$ cat src/rtl/core/fcw_pkg.sv
// ----------------------------------------------------------------------------
// fcw_pkg
// types, codes and constants of the fat32 cluster chain sector walker
// ----------------------------------------------------------------------------
`timescale 1ns / 1ps

package fcw_pkg;

    localparam int SECTOR_BYTES = 512;
    localparam int FAT_WORDS    = SECTOR_BYTES / 4;
    localparam int FAT_SHIFT    = $clog2(FAT_WORDS);

    localparam int CLUSTER_W = 28;
    localparam int ADDR_W    = 32;
    localparam int SPC_W     = 8;
    localparam int WIDX_W    = 7;
    localparam int CNT_W     = 10;
    localparam int CFG_IDX_W = 2;

    localparam int IN_TDATA_W  = 96;
    localparam int OUT_TDATA_W = 56;

    localparam logic [CLUSTER_W-1:0] CHAIN_END   = 28'hFFF_FFF8;
    localparam logic [CLUSTER_W-1:0] MIN_CLUSTER = 28'd2;

    localparam logic [CFG_IDX_W-1:0] CFG_DATA_START = 2'd0;
    localparam logic [CFG_IDX_W-1:0] CFG_FAT_START  = 2'd1;
    localparam logic [CFG_IDX_W-1:0] CFG_SPC        = 2'd2;

    typedef enum logic [1:0] {
        OP_START     = 2'd0,
        OP_NEXT      = 2'd1,
        OP_FAT_ENTRY = 2'd2
    } opcode_t;

    typedef enum logic [2:0] {
        KIND_DATA      = 3'd0,
        KIND_FAT       = 3'd1,
        KIND_EOF       = 3'd2,
        KIND_CHAIN_END = 3'd3,
        KIND_ERROR     = 3'd4
    } kind_t;

    typedef enum logic [3:0] {
        PH_IDLE   = 4'b0001,
        PH_STREAM = 4'b0010,
        PH_WAIT   = 4'b0100,
        PH_DONE   = 4'b1000
    } phase_t;

    typedef struct packed {
        logic [ADDR_W-1:0] data_start;
        logic [ADDR_W-1:0] fat_start;
        logic [SPC_W-1:0]  spc;
    } walk_cfg_t;

    typedef struct packed {
        phase_t               phase;
        logic [CLUSTER_W-1:0] chain_cluster;
        logic [ADDR_W-1:0]    cluster_base;
        logic [SPC_W-1:0]     sector_in_cluster;
        logic [ADDR_W-1:0]    bytes_done;
        logic [ADDR_W-1:0]    bytes_total;
    } walk_state_t;

    typedef struct packed {
        opcode_t              opcode;
        logic [CLUSTER_W-1:0] first_cluster;
        logic [ADDR_W-1:0]    file_bytes;
        logic [ADDR_W-1:0]    fat_entry_word;
    } walk_item_t;

    typedef struct packed {
        kind_t             kind;
        logic [ADDR_W-1:0] sector_lba;
        logic [WIDX_W-1:0] fat_word_index;
        logic [CNT_W-1:0]  byte_count;
        logic              last;
    } walk_result_t;

endpackage

$ cat src/rtl/core/fcw_step.sv
// ----------------------------------------------------------------------------
// fcw_step
// next walk state and result for one item against the current state
// ----------------------------------------------------------------------------
`timescale 1ns / 1ps

module fcw_step
    import fcw_pkg::*;
(
    input  walk_cfg_t    cfg,
    input  walk_state_t  st,
    input  walk_item_t   item,
    output walk_state_t  st_next,
    output logic         emit,
    output walk_result_t res
);

    logic [CLUSTER_W-1:0]       entry;
    logic [CLUSTER_W-1:0]       base_cluster;
    logic [CLUSTER_W-1:0]       base_adj;
    logic [SPC_W+CLUSTER_W-1:0] base_prod;
    logic [ADDR_W-1:0]          base_lba;
    logic [ADDR_W-1:0]          rem;
    logic [ADDR_W-1:0]          cnt_full;

    // one shared base computation, cluster 0 and 1 map to cluster 2
    assign entry        = item.fat_entry_word[CLUSTER_W-1:0];
    assign base_cluster = (item.opcode == OP_START) ? item.first_cluster : entry;
    assign base_adj     = (base_cluster < MIN_CLUSTER) ? MIN_CLUSTER : base_cluster;
    assign base_prod    = (SPC_W+CLUSTER_W)'(cfg.spc)
                        * (SPC_W+CLUSTER_W)'(base_adj - MIN_CLUSTER);
    assign base_lba     = cfg.data_start + base_prod[ADDR_W-1:0];

    assign rem      = st.bytes_total - st.bytes_done;
    assign cnt_full = (rem < ADDR_W'(SECTOR_BYTES)) ? rem : ADDR_W'(SECTOR_BYTES);

    always_comb
    begin
        st_next            = st;
        emit               = 1'b1;
        res.kind           = KIND_ERROR;
        res.sector_lba     = '0;
        res.fat_word_index = '0;
        res.byte_count     = '0;
        res.last           = 1'b0;

        case (item.opcode)
            OP_START:
            begin
                emit                      = 1'b0;
                st_next.phase             = PH_STREAM;
                st_next.chain_cluster     = item.first_cluster;
                st_next.cluster_base      = base_lba;
                st_next.sector_in_cluster = '0;
                st_next.bytes_done        = '0;
                st_next.bytes_total       = item.file_bytes;
            end
            OP_NEXT:
            begin
                if (st.phase == PH_DONE)
                begin
                    res.kind = KIND_EOF;
                end
                else if (st.phase != PH_STREAM)
                begin
                    res.kind = KIND_ERROR;
                end
                else if (st.bytes_done >= st.bytes_total)
                begin
                    res.kind      = KIND_EOF;
                    st_next.phase = PH_DONE;
                end
                else if (st.sector_in_cluster >= cfg.spc)
                begin
                    // cluster used up, fetch its fat entry
                    res.kind           = KIND_FAT;
                    res.sector_lba     = cfg.fat_start
                                       + ADDR_W'(st.chain_cluster >> FAT_SHIFT);
                    res.fat_word_index = WIDX_W'(st.chain_cluster
                                       & CLUSTER_W'(FAT_WORDS - 1));
                    st_next.phase      = PH_WAIT;
                end
                else
                begin
                    res.kind                  = KIND_DATA;
                    res.sector_lba            = st.cluster_base
                                              + ADDR_W'(st.sector_in_cluster);
                    res.byte_count            = CNT_W'(cnt_full);
                    res.last                  = (rem <= ADDR_W'(SECTOR_BYTES));
                    st_next.bytes_done        = st.bytes_done + cnt_full;
                    st_next.sector_in_cluster = st.sector_in_cluster + SPC_W'(1);
                end
            end
            OP_FAT_ENTRY:
            begin
                if (st.phase == PH_WAIT)
                begin
                    if (entry >= CHAIN_END)
                    begin
                        res.kind      = KIND_CHAIN_END;
                        st_next.phase = PH_DONE;
                    end
                    else
                    begin
                        emit                      = 1'b0;
                        st_next.phase             = PH_STREAM;
                        st_next.chain_cluster     = entry;
                        st_next.cluster_base      = base_lba;
                        st_next.sector_in_cluster = '0;
                    end
                end
            end
            default:
            begin
                res.kind = KIND_ERROR;
            end
        endcase
    end

endmodule

$ cat src/rtl/core/fat32_cluster_chain_sector_walker.sv
// an accepted item is held in the input register, its result if any in the
//   result register; one item per cycle while that slot is free or draining,
//   state update (cluster times sectors_per_cluster plus base) in fcw_step
// reset: async active low; walk idle, state zero, config zero with
//   sectors_per_cluster one, both item registers empty
// ----------------------------------------------------------------------------
// fat32_cluster_chain_sector_walker
// follows a file's fat32 cluster chain and issues data and fat sector reads
// ----------------------------------------------------------------------------
`timescale 1ns / 1ps

module fat32_cluster_chain_sector_walker
    import fcw_pkg::*;
(
    input  logic                   clk,
    input  logic                   rst_n,

    input  logic                   cfg_we,
    input  logic [CFG_IDX_W-1:0]   cfg_index,
    input  logic [ADDR_W-1:0]      cfg_wdata,

    input  logic                   s_axis_tvalid,
    output logic                   s_axis_tready,
    // first_cluster[27:0], file_bytes[59:28], fat_entry_word[91:60], zero pad
    input  logic [IN_TDATA_W-1:0]  s_axis_tdata,
    // opcode[1:0]
    input  logic [1:0]             s_axis_tuser,

    output logic                   m_axis_tvalid,
    input  logic                   m_axis_tready,
    // sector_lba[31:0], fat_word_index[38:32], byte_count[48:39], zero pad
    output logic [OUT_TDATA_W-1:0] m_axis_tdata,
    // kind[2:0]
    output logic [2:0]             m_axis_tuser,
    // last
    output logic                   m_axis_tlast
);

    localparam int OUT_PAD_W = OUT_TDATA_W - ADDR_W - WIDX_W - CNT_W;

    // configuration registers
    walk_cfg_t    cfg_reg, cfg_next;

    // walk state, updated when an item leaves the input register
    walk_state_t  st_reg;
    walk_state_t  st_next;

    // input register
    logic         in_valid_reg, in_valid_next;
    walk_item_t   in_item_reg;

    // result register
    logic         out_valid_reg, out_valid_next;
    walk_result_t out_res_reg;

    logic         s_accept;
    logic         advance;
    logic         step_emit;
    walk_result_t step_res;

    // an item is processed once the result slot is free or draining
    assign advance       = in_valid_reg && (!out_valid_reg || m_axis_tready);
    assign s_axis_tready = !in_valid_reg || advance;
    assign s_accept      = s_axis_tvalid && s_axis_tready;

    fcw_step u_step
    (
        .cfg     (cfg_reg),
        .st      (st_reg),
        .item    (in_item_reg),
        .st_next (st_next),
        .emit    (step_emit),
        .res     (step_res)
    );

    // config writes, indexes beyond the list are dropped
    always_comb
    begin
        cfg_next = cfg_reg;
        if (cfg_we)
        begin
            case (cfg_index)
                CFG_DATA_START: cfg_next.data_start = cfg_wdata;
                CFG_FAT_START:  cfg_next.fat_start  = cfg_wdata;
                CFG_SPC:        cfg_next.spc        = cfg_wdata[SPC_W-1:0];
                default:        cfg_next            = cfg_reg;
            endcase
        end
    end

    always_comb
    begin
        in_valid_next = s_accept || (in_valid_reg && !advance);

        if (advance)
        begin
            // items with no result just pass through state
            out_valid_next = step_emit;
        end
        else if (m_axis_tready)
        begin
            out_valid_next = 1'b0;
        end
        else
        begin
            out_valid_next = out_valid_reg;
        end
    end

    always_ff @(posedge clk or negedge rst_n)
    begin
        if (!rst_n)
        begin
            cfg_reg.data_start       <= '0;
            cfg_reg.fat_start        <= '0;
            cfg_reg.spc              <= SPC_W'(1);
            st_reg.phase             <= PH_IDLE;
            st_reg.chain_cluster     <= '0;
            st_reg.cluster_base      <= '0;
            st_reg.sector_in_cluster <= '0;
            st_reg.bytes_done        <= '0;
            st_reg.bytes_total       <= '0;
            in_valid_reg             <= 1'b0;
            out_valid_reg            <= 1'b0;
        end
        else
        begin
            cfg_reg       <= cfg_next;
            in_valid_reg  <= in_valid_next;
            out_valid_reg <= out_valid_next;
            if (advance)
            begin
                st_reg <= st_next;
            end
        end
    end

    // payload registers, no reset
    always_ff @(posedge clk)
    begin
        if (s_accept)
        begin
            in_item_reg.opcode         <= opcode_t'(s_axis_tuser);
            in_item_reg.first_cluster  <= s_axis_tdata[CLUSTER_W-1:0];
            in_item_reg.file_bytes     <= s_axis_tdata[CLUSTER_W +: ADDR_W];
            in_item_reg.fat_entry_word <= s_axis_tdata[CLUSTER_W+ADDR_W +: ADDR_W];
        end
        if (advance && step_emit)
        begin
            out_res_reg <= step_res;
        end
    end

    assign m_axis_tvalid = out_valid_reg;
    assign m_axis_tdata  = {{OUT_PAD_W{1'b0}}, out_res_reg.byte_count,
                            out_res_reg.fat_word_index, out_res_reg.sector_lba};
    assign m_axis_tuser  = out_res_reg.kind;
    assign m_axis_tlast  = out_res_reg.last;

endmodule

$ cat config.mk
export PLATFORM = sky130hd
export DESIGN_NAME = fat32_cluster_chain_sector_walker
export DESIGN_NICKNAME = d
export VERILOG_FILES = /design/src/rtl/core/fcw_pkg.sv /design/src/rtl/core/fcw_step.sv /design/src/rtl/core/fat32_cluster_chain_sector_walker.sv
export SDC_FILE = /design/constraint.sdc
export NUM_CORES = 1
export LEC_CHECK = 0
export ABC_AREA = 1
export BUFFER_PORTS_ARGS = -buffer_cell sky130_fd_sc_hd__buf_4
export CAP_MARGIN = 20
export CORE_MARGIN = 5
export CORE_UTILIZATION = 55
export CTS_BUF_LIST = sky130_fd_sc_hd__clkbuf_16
export DETAILED_ROUTE_END_ITERATION = 8
export PLACE_DENSITY_LB_ADDON = 0.2
export SLEW_MARGIN = 20
export SYNTH_ARGS = -nofsm -noshare
export SYNTH_HDL_FRONTEND = slang
export SYNTH_SLANG_ARGS = --single-unit
$ cat constraint.sdc
create_clock -name clk -period 20.4 [get_ports clk]
set_input_delay 3.06 -clock clk [delete_from_list [all_inputs] [get_ports clk]]
set_output_delay 3.06 -clock clk [all_outputs]
set_load 0.1 [all_outputs]
==> results.toml, run 1 <==
[sta]
setup_viol = 0
maxSlewViolCount = 0
fmaxAchievable_mhz = 113.4
rel_slew_slack_pct = 27.70
layout_min_cycle_time_ns = 8.815
grt_setup_unrepaired = "no"
final_hold_violation_count = 0
slew_worst_pin_ns = 1.075
totalNegativeSetupSlack_ns = 0
clock-skew-final_ns = 0.01713
final.period_utilization_pct = 43.21

[clock_tree]
post_cts_resize_count = 0
cts_bufs_inserted = 40
tritoncts_clock_tree = "done"
clock_tree.htree_level_count = 2
worst_setup_hold_path_clk_slew_ns = 0.06
clkSinkCount = 353
clock_path_buffers = 3
worstSkewPairLatency_ns = 0.59
cts_post_setup_buffers_inserted = 0
cts_hold_buffers = 0
clk_root_buffer_cell = "sky130_fd_sc_hd__clkbuf_16"

[placed_design]
io_buffers = 183
placed_cells_incl_taps = 4356
placer_congestion_estimate = 0.9381
place.detailed.hpwl_um = 61010

[final_layout]
ff_latch_area_sq_mm = 0.009553
final_cell_mix = "sky130_fd_sc_hd__nand2_1 (844), sky130_fd_sc_hd__inv_1 (671), sky130_fd_sc_hd__nor2_1 (331), sky130_fd_sc_hd__o21ai_0 (237), sky130_fd_sc_hd__dfrtp_1 (207)"
largest_reg_flops = 136
areaGrowthSynthToFinish_pct = 12.15
nFillCells = 4514
layout.cells.most_common = "sky130_fd_sc_hd__nand2_1"
multi_input_gate_area_in_the_final_layout_sq_mm = 0.01577
n_antenna_cell = 0
finish.net_count = 4202
layout.core_utilization_pct = 62.59
drive_gt1_share_pct = 9.737
layout.cells.non_filler = 4431

[critical_path]
critical_path_fanouts_max = 49
crit_path_top_delay_cell = "sky130_fd_sc_hd__xor2_1"
setup.worst_path.end_class = "flop"
critPathLaunchType = "flop"
worst_path_most_repeated_cell = "sky130_fd_sc_hd__nand2_1"
criticalPathCategory = "reg2reg"
worst_ep_required_time_ns = 20.85
critical_path.reg2reg.startpoint = "in_item_reg[92]"
arrival_ns = 9.27
timing.critical_path.slowest_cell_delay_ns = 0.70
ff2ff_setup_slack_ns = 11.59
worst_r2r_path_depth = 41
critical_path.reg2reg.endpoint = "st_reg[99]"

[power_and_ir_drop]
leakage_nw = 15.85
power_density_mw_per_mm2 = 160.6
irDropWorstVdd_uv = 127.3

[yosys]
asyncSetResetFlopFracSynth_pct = 59.49
netlist_area_sq_mm = 0.02811
synth.yosys.seq_area_share_pct = 33.98
synth_seq_cells = 353
netlist_top_cells_area = "sky130_fd_sc_hd__dfrtp_1 (19%), sky130_fd_sc_hd__edfxtp_1 (15%), sky130_fd_sc_hd__fa_1 (14%)"
netlist_instances = 3540
synth_largest_type_area_fraction_pct = 18.51
ys_types = 60
per_instance_average_area_after_synthesis_sq_um = 7.942
post-synth-top-area-cell = "sky130_fd_sc_hd__dfrtp_1"
ys.warnings.count = 0
synth_flop_cell = "sky130_fd_sc_hd__dfrtp_1"
synth-edff-count = 143

[grt]
grt_pass1_vias = 22990
grt_pass1_wl_um = 122300
gr-usage-all-layers_pct = 27.45
globalRoute.totalOverflow = 0
maximum_number_of_pins_on_one_net_before_global_route_repair = 95
antenna_found_initial = 1

[floorplanning]
count_of_standard_cell_rows = 82
floorplan.core_area_sq_mm = 0.05038
initial_utilization_pct = 55.81
chipWidth_um = 236.1
design.die.area_sq_mm = 0.05574
top_level_ports = 199
die_y_um = 236.1

[routing]
dr.first_iter.drc_count = 1756
routedWlPerCell_um = 17.19
ant_nets = 0
wirelength_routed_um = 76160
dr.pass1.iters = 6
route.vias.total = 23260
post_drt_via_cell_ratio = 5.249
drc = 0

[hold_path]
worstHoldStart = "in_item_reg[37]"
worstHoldPathType = "reg2reg"
hold_path_depth = 1
min_delay_endpoint = "st_reg[5]"

[job]
max_cap_viol_count = 0

[outcome]
outcome = "finished clean"
[metal layers]
metal	up-vias	track usage, %	wire, um
met2	667	45.41	35750
met1	10930	36.05	32200
met4	0	12.00	3725
met5	-	0	0
met3	155	4.322	4485
li1	11510	-	-
[worst max-delay path by stage]
| stage | cells after the start | endpoint | slack [ns] | startpoint |
|---|---|---|---|---|
| floorplan | 2 | s_axis_tready | 13.47 | m_axis_tready |
| finish | 41 | st_reg[99] | 11.59 | in_item_reg[92] |
| CTS | 41 | st_reg[99] | 11.70 | in_item_reg[92] |
| global placement | 41 | st_reg[101] | 11.80 | in_item_reg[92] |
| detailed placement | 43 | st_reg[101] | 11.73 | in_item_reg[92] |
| global route | 41 | st_reg[99] | 10.88 | in_item_reg[92] |
[synth_stat cells (7+ instances only)]
master,count
sky130_fd_sc_hd__nand2_1,846
sky130_fd_sc_hd__inv_1,664
sky130_fd_sc_hd__nor2_1,333
sky130_fd_sc_hd__o21ai_0,237
sky130_fd_sc_hd__dfrtp_1,208
sky130_fd_sc_hd__fa_1,190
sky130_fd_sc_hd__a21oi_1,175
sky130_fd_sc_hd__ha_1,148
sky130_fd_sc_hd__edfxtp_1,143
sky130_fd_sc_hd__nand3_1,115
sky130_fd_sc_hd__clkbuf_1,66
sky130_fd_sc_hd__xor2_1,52
sky130_fd_sc_hd__nand4_1,47
sky130_fd_sc_hd__nor3_1,41
sky130_fd_sc_hd__xnor2_1,35
sky130_fd_sc_hd__mux2_2,31
sky130_fd_sc_hd__o21ai_1,17
sky130_fd_sc_hd__or2_2,17
sky130_fd_sc_hd__o211ai_1,16
sky130_fd_sc_hd__o21ai_2,15
sky130_fd_sc_hd__nand2_2,12
sky130_fd_sc_hd__nor4_1,10
sky130_fd_sc_hd__a211oi_1,8
sky130_fd_sc_hd__buf_4,8
sky130_fd_sc_hd__o21bai_1,8
sky130_fd_sc_hd__and2_1,7
sky130_fd_sc_hd__o21a_1,7
[layout make-up]
cell class	instances	share of cell area [%]
clock buffer	41	3.254
multi-input combinational	2460	50.02
timing repair buffer	197	4.714
inverter	675	8.040
sequential	353	30.30
clock inverter	33	1.004
tap	672	2.667
[power by group]
part | total [W] | switching (W) | internal, W
Sequential | 0.00103 | 0.000136 | 0.000895
Combinational | 0.00330 | 0.00209 | 0.00120
Clock | 0.000739 | 0.000316 | 0.000423
[kinds of logic (layout without fill, tap and decap cells)]
kind of cell | after synthesis | in the layout | synth area share (%)
flops | 353 | 353 | 33.98
buf+inv | 761 | 946 | 10.47
compound gates | 518 | 518 | 10.16
simple gates | 1450 | 1450 | 21.30
fa+ha+maj | 338 | 338 | 20.12
xor+xnor | 87 | 87 | 2.710
other cells | 2 | 36 | 0.02671
mux | 31 | 31 | 1.242
[critical path, delay by kind of cell, from the launching register on]
kind / cells / cell delay, ns
and+or+nand+nor: 17 / 2.17
xor gates and xnor gates: 1 / 0.70
AOI/OAI and AO/OA: 6 / 1.05
buffers and inverters: 10 / 1.51
adders and majority gates: 7 / 2.78
DFF: 1 / 0.42
[through the flow]
step	hold slack, ns	worst slack [ns]	area, sq um	total power, W
3_5_place_dp	0.4660	11.73	30170	0.004278
6_report	0.4781	11.59	31530	0.005065
5_1_grt	0.4901	10.88	31530	0.005573
3_3_place_gp	0.4560	11.80	30170	0.004233
2_1_floorplan	0.4459	13.47	28240	0.003492
4_1_cts	0.4831	11.70	31510	0.005038
(Power assumes the default switching activity.)
==> inputs of run 2 (changes only) <==
==> constraint.sdc (replaced) <==
create_clock -name clk -period 8.54 [get_ports clk]
set_input_delay 1.281 -clock clk [delete_from_list [all_inputs] [get_ports clk]]
set_output_delay 1.281 -clock clk [all_outputs]
set_load 0.1 [all_outputs]
==> run 2 against run 1 <==
Net effect: clock-buffer cell count is 2 higher; maximum frequency is 12% higher; final area is 0.17% higher; combinational power is 140% higher; critical path type unchanged; utilization is 0.11 points higher; clock skew is 0.00070 ns higher; flip-flop and latch count stayed put; die area stayed put; clock power is 130% higher; total power is 140% higher.
==> results.toml, run 2 (same netlist as run 1, synthesis figures left out) <==
[outcome]
outcome = "finished clean"

[floorplanning]
chipWidth_um = 236.1
top_level_ports = 199
design.die.area_sq_mm = 0.05574
initial_utilization_pct = 55.81
count_of_standard_cell_rows = 82
die_y_um = 236.1
floorplan.core_area_sq_mm = 0.05038

[critical_path]
timing.critical_path.slowest_cell_delay_ns = 0.54
worst_ep_required_time_ns = 8.97
cpLargestDelayFamily = "adder cells"
arrival_ns = 8.31
worst_path_most_repeated_cell = "sky130_fd_sc_hd__inv_1"
worstSetupStartpoint = "in_item_reg[92]"
critPathLaunchType = "flop"
critical_path.reg2reg.startpoint = "in_item_reg[92]"
ff2ff_setup_slack_ns = 0.66
buffering_stage_count_on_the_worst_path_with_inverters_included = 10
worst_r2r_path_depth = 40
criticalPathCategory = "reg2reg"
setup.worst_path.end_class = "flop"
critical_path.reg2reg.endpoint = "st_reg[102]"
critical_path_fanouts_max = 50
crit_path_top_delay_cell = "sky130_fd_sc_hd__fa_1"

[sta]
clock-skew-final_ns = 0.01783
maxSlewViolCount = 0
totalNegativeSetupSlack_ns = 0
setup_viol = 0
slew_worst_pin_ns = 1.103
finalWorstSetupSlack_ns = 0.6567
final_hold_violation_count = 0
final.period_utilization_pct = 92.31
fmaxAchievable_mhz = 126.9
grt_setup_unrepaired = "no"
layout_min_cycle_time_ns = 7.883
rel_slew_slack_pct = 25.79

[grt]
grt_pass1_wl_um = 123900
globalRoute.totalOverflow = 0
grt_pass1_vias = 23120
maximum_number_of_pins_on_one_net_before_global_route_repair = 100
gr-usage-all-layers_pct = 27.76
antenna_found_initial = 1

[routing]
drc = 0
routedWlPerCell_um = 17.46
post_drt_via_cell_ratio = 5.291
ant_nets = 0
dr.first_iter.drc_count = 1923
route.vias.total = 23500
wirelength_routed_um = 77580
dr.pass1.iters = 5

[clock_tree]
clkSinkCount = 353
clock_path_buffers = 3
clock_tree.htree_level_count = 2
post_cts_resize_count = 0
worst_setup_hold_path_clk_slew_ns = 0.06
cts_hold_buffers = 0
cts_post_setup_buffers_inserted = 0
tritoncts_clock_tree = "done"
clk_root_buffer_cell = "sky130_fd_sc_hd__clkbuf_16"
cts_bufs_inserted = 40
worstSkewPairLatency_ns = 0.57

[hold_path]
worstHoldStart = "in_item_reg[56]"
hold_path_depth = 1
min_delay_endpoint = "st_reg[24]"
worstHoldPathType = "reg2reg"

[placed_design]
place.detailed.hpwl_um = 61450
placer_congestion_estimate = 0.9546
post-place-ws_ns = 0.5530
io_buffers = 183

[final_layout]
final_cell_mix = "sky130_fd_sc_hd__nand2_1 (844), sky130_fd_sc_hd__inv_1 (674), sky130_fd_sc_hd__nor2_1 (331), sky130_fd_sc_hd__o21ai_0 (237), sky130_fd_sc_hd__buf_4 (208)"
areaGrowthSynthToFinish_pct = 12.35
largest_reg_flops = 136
drive_gt1_share_pct = 10.05
finish.net_count = 4215
n_antenna_cell = 0
layout.core_utilization_pct = 62.70
layout.cells.most_common = "sky130_fd_sc_hd__nand2_1"

[job]
max_cap_viol_count = 0

[power_and_ir_drop]
irDropWorstVdd_uv = 267.7
leakage_nw = 15.89
total_power_w = 0.01207
power_density_mw_per_mm2 = 382.1
## run 2: changes by cell type in the layout (fill, tap and decap cells not counted), sizes merged
cell	delta
bufinv	-2
buf	+14
inv	-3
clkinv	-1
clkinvlp	+2
clkbuf	+1
## run 2: power by group
part / internal, W / total, W / leakage [nW] / switching [W]
logic: 0.00290 / 0.00793 / 11.2 / 0.00503
clock network: 0.000965 / 0.00167 / 0.671 / 0.000708
registers: 0.00214 / 0.00246 / 4.02 / 0.000326
total: 0.00600 / 0.0121 / 15.9 / 0.00607
## run 2: worst reg2reg max path: cells and delay by family (launching register included)
kind	cells	cell delay [ns]
flops	1	0.41
buf+inv	10	1.16
compound gates	7	0.96
simple gates	16	2.55
fa+ha+maj	7	2.66
## run 2: per-layer routing
layer  vias up  global-route usage, %  share of wire (%)
met1     11150                  36.82                 42
li1      11540                      -                  -
met5         -                      0              0.017
met4         2                  8.832                3.6
met3       142                  3.983                5.8
met2       671                  47.43                 48
## run 2: cell type report
type                    count  area [sq um]
multi-input cells        2460         15790
fillers                  4496         18790
well taps                 672         840.8
clock buffers              43          1076
repair buffers            210          1597
inverters                 675          2539
flip-flops and latches    353          9553
clock inverters            29         187.7
## run 2: worst max-delay path by stage
stage / to / slack, ns / cells after the start
finish: st_reg[102] / 0.66 / 40
global route: st_reg[102] / 0.01 / 40
CTS: st_reg[99] / 0.51 / 41
detailed placement: st_reg[99] / 0.55 / 41
global placement: st_reg[99] / 0.73 / 41
floorplan: st_reg[102] / 1.75 / 37
## run 2: stage by stage
step / hold slack (ns) / cell area [sq um] / instances
floorplan: 0.4459 / 28240 / 3574
global placement: 0.4597 / 30290 / 4370
detailed placement: 0.4642 / 30290 / 4370
CTS: 0.4789 / 31550 / 4442
global route: 0.4861 / 31580 / 4442
finish: 0.4780 / 31580 / 4442
